[config.mk]
export PLATFORM = sky130hd
export DESIGN_NAME = fss_out
export DESIGN_NICKNAME = d
export VERILOG_FILES = /design/src/fss_pkg.sv /design/src/fss_out.sv
export SDC_FILE = /design/constraint.sdc
export NUM_CORES = 1
export LEC_CHECK = 0
export BUFFER_PORTS_ARGS = -buffer_cell sky130_fd_sc_hd__buf_4
export CAP_MARGIN = 25
export CORE_MARGIN = 5
export CORE_UTILIZATION = 47
export DETAILED_ROUTE_END_ITERATION = 10
export PLACE_DENSITY = 0.76
export SLEW_MARGIN = 20
export SYNTH_ARGS = -nofsm -noshare
export SYNTH_HDL_FRONTEND = slang
export SYNTH_SLANG_ARGS = --single-unit
[constraint.sdc]
create_clock -name i_clk -period 2.24 [get_ports i_clk]
set_clock_uncertainty 0.15 [all_clocks]
set_input_delay 0.112 -clock i_clk [delete_from_list [all_inputs] [get_ports i_clk]]
set_output_delay 0.112 -clock i_clk [all_outputs]
set_load 0.01 [all_outputs]
[src/fss_pkg.sv]
package fss_pkg;

    // field widths
    localparam int RGB_W   = 24;
    localparam int POS_W   = 6;
    localparam int IMG_W   = 8;
    localparam int CH_W    = 8;

    // window shape
    localparam int NUM_NB  = 8;
    localparam int NUM_CH  = 3;

    // sum of eight channel differences, mean over eight neighbours
    localparam int SUM_W     = 11;
    localparam int AVG_SHIFT = 3;

    // sum of three channel means and the final divide by three
    localparam int TOTAL_W    = 10;
    localparam int SHARP_W    = 8;
    localparam int DIV3_MUL   = 683;
    localparam int DIV3_SHIFT = 11;
    localparam int PROD_W     = 20;

    typedef logic [RGB_W-1:0]   t_rgb;
    typedef logic [SHARP_W-1:0] t_sharp;

    // one result word
    typedef struct packed {
        logic               taken;
        t_sharp             sharpness;
        logic [POS_W-1:0]   row;
        logic [POS_W-1:0]   col;
        t_rgb               rgb;
        logic [IMG_W-1:0]   image;
    } t_result;

    // absolute difference of two channel values
    function automatic logic [CH_W-1:0] abs_diff8(input logic [CH_W-1:0] a,
                                                  input logic [CH_W-1:0] b);
        return (a > b) ? (a - b) : (b - a);
    endfunction

    // floor(x / 3) for x below 768, by reciprocal multiply
    function automatic t_sharp div3(input logic [TOTAL_W-1:0] x);
        logic [PROD_W-1:0] p;
        p = PROD_W'(x) * PROD_W'(DIV3_MUL);
        return p[DIV3_SHIFT +: SHARP_W];
    endfunction

endpackage

[src/fss_out.sv]
module fss_out (
    input  logic             i_clk,
    input  logic             i_rst_n,
    input  logic             i_push,
    input  fss_pkg::t_result i_res,
    input  logic             i_stall,
    output logic             o_valid,
    output fss_pkg::t_result o_res,
    output logic             o_full
);

    logic             r_out_vld;
    logic             r_skid_vld;
    fss_pkg::t_result r_out;
    fss_pkg::t_result r_skid;
    logic             w_load;

    // output register free or its word taken this cycle
    assign w_load = !r_out_vld || !i_stall;

    // control
    always_ff @(posedge i_clk) begin
        if (!i_rst_n) begin
            r_out_vld  <= 1'b0;
            r_skid_vld <= 1'b0;
        end else if (w_load) begin
            r_out_vld  <= r_skid_vld || i_push;
            r_skid_vld <= 1'b0;
        end else if (i_push) begin
            r_skid_vld <= 1'b1;
        end
    end

    // payload
    always_ff @(posedge i_clk) begin
        if (w_load) begin
            r_out <= r_skid_vld ? r_skid : i_res;
        end else if (i_push) begin
            r_skid <= i_res;
        end
    end

    assign o_valid = r_out_vld;
    assign o_res   = r_out;
    assign o_full  = r_skid_vld;

endmodule

==> flow_metrics.tcl <==
set metrics [dict create \
    cts_tree "done" \
    die_area_um2 10800 \
    setup_violations 0 \
    synth.yosys.seq_area_share_pct 77.6 \
    final_nets 406 \
    dp_slack_ns 0.575 \
    insertion_delay_ns 0.35 \
    antenna_found_initial 0 \
    core_region_area_um2 8680 \
    route.antenna.remaining_nets 0 \
    period_needed_ns 1.84 \
    crit_fanout 19 \
    wl_per_cell_um 17.1 \
    slew_viol_final 0 \
    fin_crit_sh_pct 82.4 \
    p_leak_nw 2.31 \
    dp_cells 390 \
    chipWidth_um 104 \
    start_util_pct 47.8 \
    synth.net_count 229 \
    cts_resized 0 \
    final_cell_mix "buf_4 (112), edfxtp_1 (106), dlygate4sd3_1 (56)" \
    fmaxAchievable_mhz 542 \
    drt_iter0_markers 53 \
    portBuffers 111 \
    routabilityCongestion 0.698 \
    p_sw_share_pct 20.8 \
    placementRows 34 \
    viasPerCell 4.73 \
    slew_headroom_pct 60.8 \
    vias 2175 \
    rsz0062_at_grt "no" \
    power_mw 3.96 \
    yosys_warnings 0 \
    hold_class "primary input to register" \
    syn-instance-count 172 \
    pin_count 112 \
    synth-seq-cells 108 \
    drive_above_1_share_pct 53.1 \
    p_sw_mw 0.824 \
    nFillCells 604 \
    drv_cap 0 \
    grt_pass1_wl_um 12700 \
    diodes 0 \
    ys_types 11 \
    numCtsBuffers 9 \
    die_h_um 104 \
    finalSetupTns_ns 0 \
    clk_pin_slew_ns 0.09 \
    worst_slack_ns 0.395 \
    cts.sinks 108 \
    worstSetupEndpointType "register" \
    wirelength_um 7850 \
    p_seq_share_pct 59.6 \
    area_delta_synth_final_pct 40.8 \
    power.share.clock_pct 28.5 \
    grt-ovfl-total 0 \
    power_frac_comb_pct 11.9 \
    final_common_cell "buf_4" \
    worstMarginPinSlew_ns 0.586 \
    power_density_nw_per_um2 677 \
    whs_ns 0.310 \
    ir_worst_vdd_v 0.000362 \
    cts-root-buf "clkbuf_8" \
    arrival_ns 1.99 \
    crit_required_ns 2.38 \
    critical_path_class "register to register" \
    fin_cells 460 \
    timing.critical_path.from_type "register" \
    grt_pass1_vias 2386 \
    status "complete, no violations" \
    cts_buffer_depth 2 \
    first_pass_iters 4 \
    utilization_pct 67.3 \
    h-tree-depth 3 \
    final_area_um2 5840 \
    grt_max_degree 36 \
    avgSynthCellArea_um2 24.1 \
    internal_power_mw 3.14 \
    drc 0 \
    hold_violations 0 \
    post-dp-hpwl_um 5070 \
    placed_cell_area_um2 5100 \
    grt_usage_pct 14.8 \
    netlist_area_um2 4150 \
]
[power by group through the flow]
stage | combinational, mW | clock (mW) | sequential (mW)
5_1_grt | 0.505 | 1.24 | 2.37
4_1_cts | 0.477 | 1.16 | 2.36
3_5_place_dp | 0.399 | 0 | 2.41
2_1_floorplan | 0.127 | 0 | 2.45
3_3_place_gp | 0.386 | 0 | 2.41
6_report | 0.471 | 1.13 | 2.36
[routing by layer]
layer  global-route usage [%]  routed length, um  up-vias
met2                     25.4               4050       71
met4                     4.72                 72        0
met3                     4.03                503        6
li1                         -                  -     1032
met1                     18.3               3230     1066
met5                        0                  0        -
[final cells by class]
class	count	area [um^2]	area share [%]
clock buffer	10	128	2.18
timing repair buffer	172	1480	25.3
multi-input combinational	58	821	14.0
sequential	108	3230	55.2
tap	108	135	2.31
clock inverter	4	52.6	0.899
[synth_stat cells (all sizes together)]
cell / count / area (um^2)
a21boi: 1 / 7.51
and3: 1 / 6.26
buf: 6 / 111
dfxtp: 2 / 40.0
edfxtp: 106 / 3180
mux2: 53 / 781
nand2: 1 / 3.75
nor2: 1 / 6.26
nor3b: 1 / 12.5
[critical path, stage by stage, from the launching register on]
cell and delay (ns):
dfxtp_4 0.57, buf_12 0.23, nor2_2 0.07, nor3b_2 0.17, dlygate4sd3_1 0.57
[worst paths after layout]
kind | end | cells after the start | startpoint | slack (ns)
min reg2reg | o_res[50] | 1 | r_skid[50] | 0.40
min | r_skid[49] | 2 | i_stall | 0.31
max reg2reg | o_full | 4 | o_full | 0.40
max | o_full | 4 | o_full | 0.40
[flip-flops by register name, indices dropped and copies added, names as in the netlist]
name / cells
o_full: 1
o_res: 53
o_valid: 1
r_skid: 53
[cell families after synthesis]
group	share of synthesized area (%)
muxes	18.8
and+or+nand+nor	0.693
AOI/OAI and AO/OA	0.181
buffers and inverters	2.68
DFF	77.6
[timing repair]
action / CTS / global route
buffers inserted: 0 / 0
hold buffers: 56 / 0
endpoints found under the hold margin: 108 / 0
(Power assumes the default switching activity.)
