===== src/fss_pkg.sv =====
package fss_pkg;

    // field widths
    localparam int RGB_W   = 24;
    localparam int POS_W   = 6;
    localparam int IMG_W   = 8;
    localparam int CH_W    = 8;

    // window shape
    localparam int NUM_NB  = 8;
    localparam int NUM_CH  = 3;

    // sum of eight channel differences, mean over eight neighbours
    localparam int SUM_W     = 11;
    localparam int AVG_SHIFT = 3;

    // sum of three channel means and the final divide by three
    localparam int TOTAL_W    = 10;
    localparam int SHARP_W    = 8;
    localparam int DIV3_MUL   = 683;
    localparam int DIV3_SHIFT = 11;
    localparam int PROD_W     = 20;

    typedef logic [RGB_W-1:0]   t_rgb;
    typedef logic [SHARP_W-1:0] t_sharp;

    // one result word
    typedef struct packed {
        logic               taken;
        t_sharp             sharpness;
        logic [POS_W-1:0]   row;
        logic [POS_W-1:0]   col;
        t_rgb               rgb;
        logic [IMG_W-1:0]   image;
    } t_result;

    // absolute difference of two channel values
    function automatic logic [CH_W-1:0] abs_diff8(input logic [CH_W-1:0] a,
                                                  input logic [CH_W-1:0] b);
        return (a > b) ? (a - b) : (b - a);
    endfunction

    // floor(x / 3) for x below 768, by reciprocal multiply
    function automatic t_sharp div3(input logic [TOTAL_W-1:0] x);
        logic [PROD_W-1:0] p;
        p = PROD_W'(x) * PROD_W'(DIV3_MUL);
        return p[DIV3_SHIFT +: SHARP_W];
    endfunction

endpackage


===== src/fss_sharp.sv =====
module fss_sharp (
    input  logic            i_clk,
    input  logic            i_en,
    input  fss_pkg::t_rgb   i_centre,
    input  fss_pkg::t_rgb   i_nb [fss_pkg::NUM_NB],
    output fss_pkg::t_sharp o_sharp
);

    logic [fss_pkg::SUM_W-1:0] w_sum    [fss_pkg::NUM_CH];
    logic [fss_pkg::CH_W-1:0]  r_ch_avg [fss_pkg::NUM_CH];
    logic [fss_pkg::TOTAL_W-1:0] w_total;
    fss_pkg::t_sharp           r_sharp;

    // per channel: sum of absolute differences to the eight neighbours
    always_comb begin
        for (int ch = 0; ch < fss_pkg::NUM_CH; ch++) begin
            w_sum[ch] = '0;
            for (int k = 0; k < fss_pkg::NUM_NB; k++) begin
                w_sum[ch] = w_sum[ch] + fss_pkg::SUM_W'(fss_pkg::abs_diff8(
                    i_centre[ch*fss_pkg::CH_W +: fss_pkg::CH_W],
                    i_nb[k][ch*fss_pkg::CH_W +: fss_pkg::CH_W]));
            end
        end
    end

    // first stage: channel means, floor of sum over eight
    always_ff @(posedge i_clk) begin
        if (i_en) begin
            for (int ch = 0; ch < fss_pkg::NUM_CH; ch++) begin
                r_ch_avg[ch] <= w_sum[ch][fss_pkg::SUM_W-1:fss_pkg::AVG_SHIFT];
            end
        end
    end

    // total of the three means
    assign w_total = fss_pkg::TOTAL_W'(r_ch_avg[0]) + fss_pkg::TOTAL_W'(r_ch_avg[1])
                   + fss_pkg::TOTAL_W'(r_ch_avg[2]);

    // second stage: divide by three
    always_ff @(posedge i_clk) begin
        if (i_en) begin
            r_sharp <= fss_pkg::div3(w_total);
        end
    end

    assign o_sharp = r_sharp;

endmodule


===== config.mk =====
export PLATFORM = sky130hd
export DESIGN_NAME = fss_sharp
export DESIGN_NICKNAME = d
export VERILOG_FILES = /design/src/fss_pkg.sv /design/src/fss_sharp.sv
export SDC_FILE = /design/constraint.sdc
export NUM_CORES = 1
export LEC_CHECK = 0
export ABC_AREA = 1
export BUFFER_PORTS_ARGS = -buffer_cell sky130_fd_sc_hd__buf_2
export CAP_MARGIN = 20
export CORE_ASPECT_RATIO = 1.25
export CORE_MARGIN = 3
export CORE_UTILIZATION = 64
export CTS_CLUSTER_SIZE = 14
export DETAILED_ROUTE_END_ITERATION = 6
export GPL_TIMING_DRIVEN = 0
export PLACE_DENSITY = 0.85
export SYNTH_ARGS = -nofsm -noshare
export SYNTH_HDL_FRONTEND = slang
export SYNTH_SLANG_ARGS = --single-unit

===== constraint.sdc =====
create_clock -name i_clk -period 6.8 [get_ports i_clk]
set_input_delay 0.68 -clock i_clk [delete_from_list [all_inputs] [get_ports i_clk]]
set_output_delay 0.68 -clock i_clk [all_outputs]
set_load 0.1 [all_outputs]

==> results of run 1 <==
==> cell families after synthesis <==
logic type | Yosys count | share of synthesized area
buffers and inverters | 943 | 0.1424
adders and majority gates | 669 | 0.3781
xor gates and xnor gates | 236 | 0.07855
and+or+nand+nor | 1617 | 0.2590
DFF | 32 | 0.03638
AOI/OAI and AO/OA | 482 | 0.1056
==> layout by cell type, fill, tap and decap left out, types with 26 or more instances in the layout <==
cell	instances
nand2_1	1112
inv_1	826
ha_1	454
buf_2	240
a21oi_1	222
fa_1	215
xor2_1	188
nor2_1	187
nand3_1	147
o21ai_0	69
buf_4	66
o21ai_1	50
nand4_1	49
xnor2_1	47
nand2_2	39
edfxtp_1	32
inv_2	31
a21o_1	27
o21a_1	27
o21bai_1	26
==> registers in the layout (all words and copies together), names as in the netlist <==
name / count
r_ch_avg: 24
o_sharp: 8
==> per-layer routing <==
metal	track usage	share of wire	vias up
met2	0.6043	0.49	837
met4	0.1630	0.057	4
met3	0.02147	0.055	235
li1	-	-	12740
met5	0	0.00047	-
met1	0.3898	0.39	11790
==> how the worst min path moves through the flow <==
stage	from	endpoint	cells after the start
after floorplan	i_en	o_sharp[0]	0
after global placement	r_ch_avg[0][22]	o_sharp[7]	8
after detailed placement	r_ch_avg[0][22]	o_sharp[7]	8
after CTS	i_en	o_sharp[4]	1
after global routing	i_en	o_sharp[4]	1
final	i_en	o_sharp[4]	1
==> worst max-delay path, cell delays in order <==
cell      delay [ns]
buf_2           0.34
inv_1           0.42
ha_1            0.44
buf_6           0.14
nand2_4         0.05
inv_2           0.05
nor2_1          0.04
nand2_2         0.09
nand3_2         0.09
a21oi_4         0.30
inv_4           0.11
nand2_2         0.08
o21ai_2         0.07
fa_1            0.52
fa_1            0.57
fa_1            0.53
fa_1            0.54
a21boi_0        0.34
inv_1           0.10
fa_1            0.40
o21ai_0         0.34
nand2_1         0.09
nand2_1         0.07
a21oi_1         0.07
xnor2_1         0.15
==> cell type report <==
class | count | share of cell area
Multi-Input combinational cell | 3004 | 0.7552
Inverter | 880 | 0.1173
Timing Repair Buffer | 256 | 0.04905
Sequential cell | 32 | 0.03346
Tap cell | 546 | 0.02379
Buffer | 63 | 0.01503
Clock buffer | 5 | 0.004356
Clock inverter | 3 | 0.001481
Antenna cell | 4 | 0.0003485
==> stage by stage <==
stage	hold WS, ns	TNS [ns]	util	setup WS, ns
6_report	0.9999	0	0.7105	0.2005
5_1_grt	1.045	-0.1686	0.7103	-0.1632
4_1_cts	1.015	0	0.7044	0.1492
3_5_place_dp	1.272	-2.128	0.6981	-0.5524
3_3_place_gp	1.267	-1.630	0.6981	-0.5037
2_1_floorplan	0.7925	0	-	1.066
==> what timing repair did <==
action	in CTS	in global routing
hold buffers	0	0
setup buffers	9	22
endpoints found under the setup margin	4	5
hold endpoints to repair	0	0
resized for setup	3	11
==> key figures, run 1 <==
Placement
  • Placed cells: 4750
  • RD Place Congestion: 0.9607
  • Cell area after placement: 28220 um^2
  • DP HPWL: 60.18 mm
  • Number of port buffers: 225

Run
  • Max-cap violation count: 0

Worst setup path
  • R2R Path End: o_sharp[7]
  • CP startpoint: i_centre[11]
  • CP startpoint kind: input pin
  • Worst Path Max Fanout: 9
  • Critical path endpoint category: flip-flop
  • Worst EP required: 6.82 ns
  • CP Capture Point: r_ch_avg[0][13]
  • WP data arrival: 6.62 ns
  • Worst r2r path cells: 30
  • Launching point of the worst reg2reg path: r_ch_avg[0][17]
  • Reg-to-reg slack, setup: 0.60 ns
  • Critical Setup Path Class: input pin to flip-flop

Layout
  • Final Non-Filler Cells: 4793
  • Seq. cell area: 960.9 um^2
  • Share of cells above drive strength 1: 0.1138
  • Layout fillers: 3613
  • Design Area, Final: 28720 um^2
  • Area Growth Syn to Fin: 8.750%
  • Final #Nets: 5129
  • Area occupied by multi-input gates: 21690 um^2

Timing
  • Slew @ Worst Pin: 0.7505 ns
  • Rel. slew slack: 0.4997
  • Final period utilization: 0.9705
  • Finish-stage setup viols: 0
  • FMAX: 151.5 MHz
  • Worst Clk Skew: 0.01156 ns
  • RSZ-0062 raised after global routing: yes
  • Max-slew violations: 0
  • Final hold vios: 0
  • Fin crit period: 6.600 ns

GRT
  • First-pass GRT wire length: 118.3 mm
  • GRT overflow: 0
  • Gr usage total: 0.3293
  • Antenna violations before repair: 3
  • Largest net degree at the start of global routing: 33
  • Vias in the first global route: 25220

Yosys
  • Ys flop type: edfxtp_1
  • Asr flop ratio synth: 0
  • Top-count cell post-synth: nand2_1
  • Post-Syn Nets: 4866
  • Synth area leader: ha_1
  • Post-synthesis sequential area ratio: 0.03638
  • Commonest cells post-synth: 1112 x nand2_1, 837 x inv_1, 454 x ha_1
  • EDFF count, synth: 32
  • Cells after Synth: 3979
  • Syn. warnings: 0
  • Cell variety after synth: 49
  • Post-Syn Area: 26410 um^2
  • Top post-synthesis cells by area: ha_1 22%, fa_1 16%, nand2_1 16%
  • Number of synthesized register bits: 32
  • Top-area cell type share of the netlist area: 0.2151
  • Mapped Avg Cell Area: 6.637 um^2

Floorplan
  • Io pins: 226
  • Initial cell density of the core: 0.6533
  • Die area: 43760 um^2
  • Site Rows: 82
  • Core ar.: 40420 um^2
  • Die Ht: 233.1 um
  • Die X: 187.7 um

Detailed routing
  • WL/cell: 15.19 um
  • Drt via density: 5.341
  • Drc violations: 7
  • Final WL: 72.83 mm
  • Number of vias in the routed layout: 25600
  • DRT Pass-1 Iters: 7
  • Initial DRC Count: 1537
  • DRT antenna net count: 0

CTS
  • CTS HTree Levels: 2
  • CTS max path bufs: 2
  • Cts bufs inserted: 5
  • Clk sinks: 32
  • Latest clock arrival within the worst-skew pair: 0.29 ns
  • Clock slew at reported path FFs: 0.07 ns
  • Clock root buffer: clkbuf_16
  • TritonCTS clock tree: yes

Outcome
  • Outcome: finished, violations left
  • Failing checks: design-rule violations

Min path
  • Hold WC Path Type: input pin to flip-flop
Power of run 1 is not shown: default switching activity piles up to over one toggle a cycle in this logic, so the estimate is an artifact.
==> run 2, diff against run 1 <==
BUFFER_PORTS_ARGS = not set   (was -buffer_cell sky130_fd_sc_hd__buf_2)
CORE_MARGIN = 2   (was 3)
CORE_UTILIZATION = 68   (was 64)
DONT_BUFFER_PORTS = 1   (was not set)
PLACE_DENSITY = 0.84   (was 0.85)
==> run 2 against run 1 <==
Compared with the run above:
- the run now ends clean
- largest cell class unchanged
- non-clock buffer count decreased by 256
- highest routed layer is now met4
- count of clock-buffer cells in the layout unchanged
- final cell count decreased by 6.6%
- final area decreased by 5.3%
- critical path depth decreased by 2
- maximum frequency increased by 2.4%
- global-route usage increased by 1.5 points
- worst hold slack got worse by 0.49 ns
- wire length decreased by 3.6%
- worst setup slack improved by 0.15 ns
- sequential share of layout area increased by 0.19 points
==> key figures, run 2 (synthesized netlist as in run 1, its figures left out) <==
GRT
  • Antenna violations before repair: 0
  • Largest net degree at the start of global routing: 33
  • GRT overflow: 0
  • Vias in the first global route: 23990
  • First-pass GRT wire length: 113.5 mm
  • Gr usage total: 0.3440

Placement
  • Number of port buffers: 0
  • DP HPWL: 58.72 mm
  • RD Place Congestion: 0.9802

Worst setup path
  • Crit path cell chain: inv_1 -> ha_1 -> inv_1 -> fa_1 -> inv_1 -> o21ai_2 -> nand2_1 -> nand2_1 -> nand2_4 -> nand3_1 -> o21ai_0 -> fa_1 -> fa_1 -> fa_1 -> fa_1 -> a21boi_1 -> inv_1 -> fa_1 -> o21ai_0 -> nand2_1 -> nand2_1 -> a21oi_1 -> xnor2_1
  • Cell mode on critical path: fa_1
  • Crit-path max cell delay: 0.56 ns
  • Worst path slowest cell: fa_1
  • Worst EP required: 6.83 ns
  • Launching point of the worst reg2reg path: r_ch_avg[0][17]
  • Worst r2r path cells: 30
  • CP startpoint: i_centre[16]
  • Reg-to-reg slack, setup: 0.53 ns
  • CP startpoint kind: input pin
  • Worst Path Max Fanout: 10
  • Critical Setup Path Class: input pin to flip-flop
  • Critical path endpoint category: flip-flop
  • R2R Path End: o_sharp[7]
  • WP data arrival: 6.48 ns

Layout
  • Area Growth Syn to Fin: 2.980%
  • Reg with most FFs: r_ch_avg
  • Commonest non-fill, non-tap cell in the layout: nand2_1
  • Diode count: 0
  • Share of cells above drive strength 1: 0.05443
  • Commonest non-fill, non-tap cells in the layout: 1112 x nand2_1, 836 x inv_1, 454 x ha_1
  • Max reg flops: 24
  • Final #Nets: 4873

Min path
  • Min-Delay Path Depth: 0
  • Hold WC Path Type: input pin to flip-flop
  • HP Start: i_en
  • Worst hold endpoint: o_sharp[4]

Timing
  • Final period utilization: 0.9479
  • Rel. slew slack: 0.2988
  • Final hold vios: 0
  • Worst Clk Skew: 0.01015 ns
  • Setup Total Neg Slack: 0 ns
  • Max-slew violations: 0
  • FMAX: 155.1 MHz
  • Finish-stage setup viols: 0
  • RSZ-0062 raised after global routing: no
  • Slew @ Worst Pin: 1.051 ns
  • Fin crit period: 6.446 ns

Floorplan
  • Die area: 40440 um^2
  • Initial cell density of the core: 0.6907
  • Die Ht: 224.3 um
  • Site Rows: 80
  • Io pins: 226
  • Core ar.: 38240 um^2
  • Die X: 180.3 um

CTS
  • Clock root buffer: clkbuf_16
  • Clock slew at reported path FFs: 0.06 ns
  • Latest clock arrival within the worst-skew pair: 0.29 ns
  • Post-CTS Setup Bufs: 0
  • CTS max path bufs: 2
  • Clk sinks: 32
  • TritonCTS clock tree: yes
  • CTS HTree Levels: 2
  • Cts bufs inserted: 5

Detailed routing
  • Number of vias in the routed layout: 24230
  • Drt via density: 5.409
  • Drc violations: 0
  • Final WL: 70.20 mm
  • WL/cell: 15.67 um
  • Initial DRC Count: 1309
  • DRT Pass-1 Iters: 6
  • DRT antenna net count: 0

Outcome
  • Outcome: complete, no violations

Run
  • Max-cap violation count: 0
[run 2: timing repair]
item / 4_1_cts / 5_1_grt
hold buffers: 0 / 0
endpoints found under the setup margin: 0 / 1
hold endpoints to repair: 0 / 0
gates resized for setup: 0 / 2
[run 2: worst max-delay path: cells and delay by family]
family,cells,cell delay [ns]
fa+ha+maj,7,3.25
compound gates,5,1.13
buf+inv,4,0.73
simple gates,6,0.57
xor+xnor,1,0.13
[run 2: area by class of cell]
cell class / instances / area, um^2
multi-input combinational: 3004 / 21690
inverter: 880 / 3332
clock buffer: 5 / 125.1
buffer: 63 / 431.7
fill: 3306 / 11040
clock inverter: 3 / 42.54
tap: 492 / 615.6
sequential: 32 / 960.9
[run 2: routing by layer]
metal  vias up  global-route usage  share of wire
met5         -                   0              0
met4         0              0.1634          0.054
met3       215             0.03805          0.058
met2       773              0.6263           0.49
met1     11010              0.4033           0.40
li1      12220                   -              -
[run 2: how the worst max path moves through the flow]
stage                      end  cells past startpoint  slack, ns
2_1_floorplan  r_ch_avg[0][13]                     24       1.07
3_3_place_gp   r_ch_avg[0][21]                     19       0.02
4_1_cts        r_ch_avg[0][21]                     19       0.16
5_1_grt             o_sharp[7]                     30       0.12
3_5_place_dp   r_ch_avg[0][21]                     19      -0.11
6_report       r_ch_avg[0][21]                     23       0.35
[run 2: stage by stage]
| step | util | hold WS [ns] | setup WS, ns | instances | cell area, um^2 |
|---|---|---|---|---|---|
| floorplan | - | 0.7925 | 1.066 | 3979 | 26410 |
| global placement | 0.7068 | 0.7943 | 0.01997 | 4471 | 27030 |
| detailed placement | 0.7068 | 0.7941 | -0.1146 | 4471 | 27030 |
| finish | 0.7113 | 0.5055 | 0.3543 | 4479 | 27200 |
| global route | 0.7113 | 0.4989 | 0.1241 | 4479 | 27200 |
| CTS | 0.7112 | 0.5032 | 0.1590 | 4479 | 27190 |
Power of run 2 is left out for the same reason.
==> run 3, diff against run 2 <==
CORE_UTILIZATION = 40   (was 68)
PLACE_DENSITY = not set   (was 0.84)
==> run 3 against run 2 <==
Compared with the run above:
- critical path depth is 1 higher
- critical path type unchanged
- sequential share of layout area is 0.068 points lower
- via count is 2.2% lower
- worst setup slack better by 0.084 ns
- utilization is 29 points lower
- worst hold slack hardly changed
- highest routed layer unchanged
- die area is 68% higher
- wire length is 10% higher
==> key figures, run 3 (synthesized netlist as in run 1, its figures left out) <==
Floorplan
  • Site Rows: 105
  • Die Ht: 291.3 um
  • Initial cell density of the core: 0.4037
  • Die X: 233.8 um
  • Core ar.: 65430 um^2
  • Die area: 68110 um^2
  • Io pins: 226

Detailed routing
  • DRT Pass-1 Iters: 6
  • Drc violations: 0
  • Drt via density: 4.888
  • Initial DRC Count: 1060
  • Number of vias in the routed layout: 23690
  • Final WL: 77.26 mm
  • WL/cell: 15.94 um
  • DRT antenna net count: 0

Worst setup path
  • WP data arrival: 6.39 ns
  • Worst path slowest cell: fa_1
  • Critical path endpoint category: flip-flop
  • CP startpoint kind: input pin
  • Worst EP required: 6.83 ns
  • Crit-path max cell delay: 0.54 ns
  • Crit path cell chain: inv_1 -> ha_1 -> inv_1 -> fa_1 -> nand3_1 -> nand2_1 -> nand2_1 -> nand2_1 -> nand2_2 -> nand2_1 -> o21ai_0 -> inv_1 -> fa_1 -> fa_1 -> fa_1 -> fa_1 -> a21boi_0 -> inv_1 -> fa_1 -> o21ai_0 -> nand2_1 -> nand2_1 -> a21oi_1 -> xnor2_1
  • Critical Setup Path Class: input pin to flip-flop
  • Reg-to-reg slack, setup: 0.62 ns
  • Worst Path Max Fanout: 9

Timing
  • Rel. slew slack: 0.3609
  • FMAX: 157.2 MHz
  • Finish-stage setup viols: 0
  • Slew @ Worst Pin: 0.9606 ns
  • Worst Clk Skew: 0.005744 ns
  • Final period utilization: 0.9355
  • Worst hold slack: 0.5051 ns
  • Final hold vios: 0
  • RSZ-0062 raised after global routing: no
  • Max-slew violations: 0
  • Fin crit period: 6.362 ns

Layout
  • Share of cells above drive strength 1: 0.05489
  • Layout fillers: 7061
  • Area Growth Syn to Fin: 5.003%
  • Final #Nets: 4876
  • Commonest non-fill, non-tap cell in the layout: nand2_1
  • Commonest non-fill, non-tap cells in the layout: 1112 x nand2_1, 837 x inv_1, 454 x ha_1
  • Max reg flops: 24
  • Seq. cell area: 960.9 um^2
  • Diode count: 0
  • Area occupied by multi-input gates: 21690 um^2
  • Reg with most FFs: r_ch_avg

CTS
  • Clock root buffer: clkbuf_16
  • Clk sinks: 32
  • CTS HTree Levels: 2
  • CTS max path bufs: 2
  • Clock slew at reported path FFs: 0.06 ns
  • Cts bufs inserted: 5
  • TritonCTS clock tree: yes
  • Latest clock arrival within the worst-skew pair: 0.28 ns

GRT
  • Largest net degree at the start of global routing: 33
  • Antenna violations before repair: 0
  • Gr usage total: 0.2260
  • Vias in the first global route: 23450
  • GRT overflow: 0
  • First-pass GRT wire length: 121.7 mm

Outcome
  • Outcome: complete, no violations

Run
  • Max-cap violation count: 0

Placement
  • DP HPWL: 65.29 mm
  • Number of port buffers: 0
  • RD Place Congestion: 0.9376

Min path
  • Hold WC Path Type: input pin to flip-flop
run 3: cell types whose count changed in the layout (fill, tap and decap cells not counted), sizes merged:
cell / previous run / this run
buf: 57 / 60
clkinvlp: 2 / 1
inv: 875 / 876
run 3: per-layer routing:
metal | vias up | routed length, um | track usage | part of all wire
met5 | - | 0 | 0 | 0
met3 | 83 | 3388 | 0.02537 | 0.044
met1 | 10960 | 32890 | 0.2756 | 0.43
met2 | 415 | 39470 | 0.4242 | 0.51
met4 | 0 | 1515 | 0.03998 | 0.020
li1 | 12230 | - | - | -
run 3: cell type report:
cell class                      instances  area share
Timing Repair Buffer                    3    0.002978
Multi-Input combinational cell       3004      0.7821
Clock inverter                          3    0.001534
Tap cell                              856     0.03862
Inverter                              880      0.1200
Sequential cell                        32     0.03465
Clock buffer                            5    0.004512
Buffer                                 63     0.01557
run 3: repair_timing:
item                                    4_1_cts  5_1_grt
hold buffers                                  0        0
setup buffers                                 0        0
gates resized for setup                       0        1
endpoints found under the setup margin        0        2
run 3: final timing paths:
check                 startpoint               to  depth (start not counted)
hold reg to reg   r_ch_avg[0][6]       o_sharp[7]                          8
hold / removal              i_en       o_sharp[1]                          0
setup / recovery     i_centre[8]  r_ch_avg[0][13]                         24
setup reg to reg  r_ch_avg[0][9]       o_sharp[7]                         30
run 3: metrics by stage:
stage | cell area [um^2] | utilization | setup TNS [ns] | worst slack, ns | instances
6_report | 27730 | 0.4239 | 0 | 0.4383 | 4846
5_1_grt | 27730 | 0.4239 | 0 | 0.01830 | 4846
4_1_cts | 27680 | 0.4230 | 0 | 0.2383 | 4844
3_5_place_dp | 27510 | 0.4205 | -0.03708 | -0.03708 | 4836
3_3_place_gp | 27480 | 0.4200 | -0.1554 | -0.1554 | 4835
2_1_floorplan | 26410 | - | 0 | 1.066 | 3979
run 3: critical path, delay by kind of cell:
| kind | cells | cell delay [ns] |
|---|---|---|
| xor gates and xnor gates | 1 | 0.13 |
| adders and majority gates | 7 | 3.20 |
| AOI/OAI and AO/OA | 4 | 0.96 |
| buffers and inverters | 4 | 0.70 |
| and+or+nand+nor | 8 | 0.71 |
Power of run 3 is left out for the same reason.
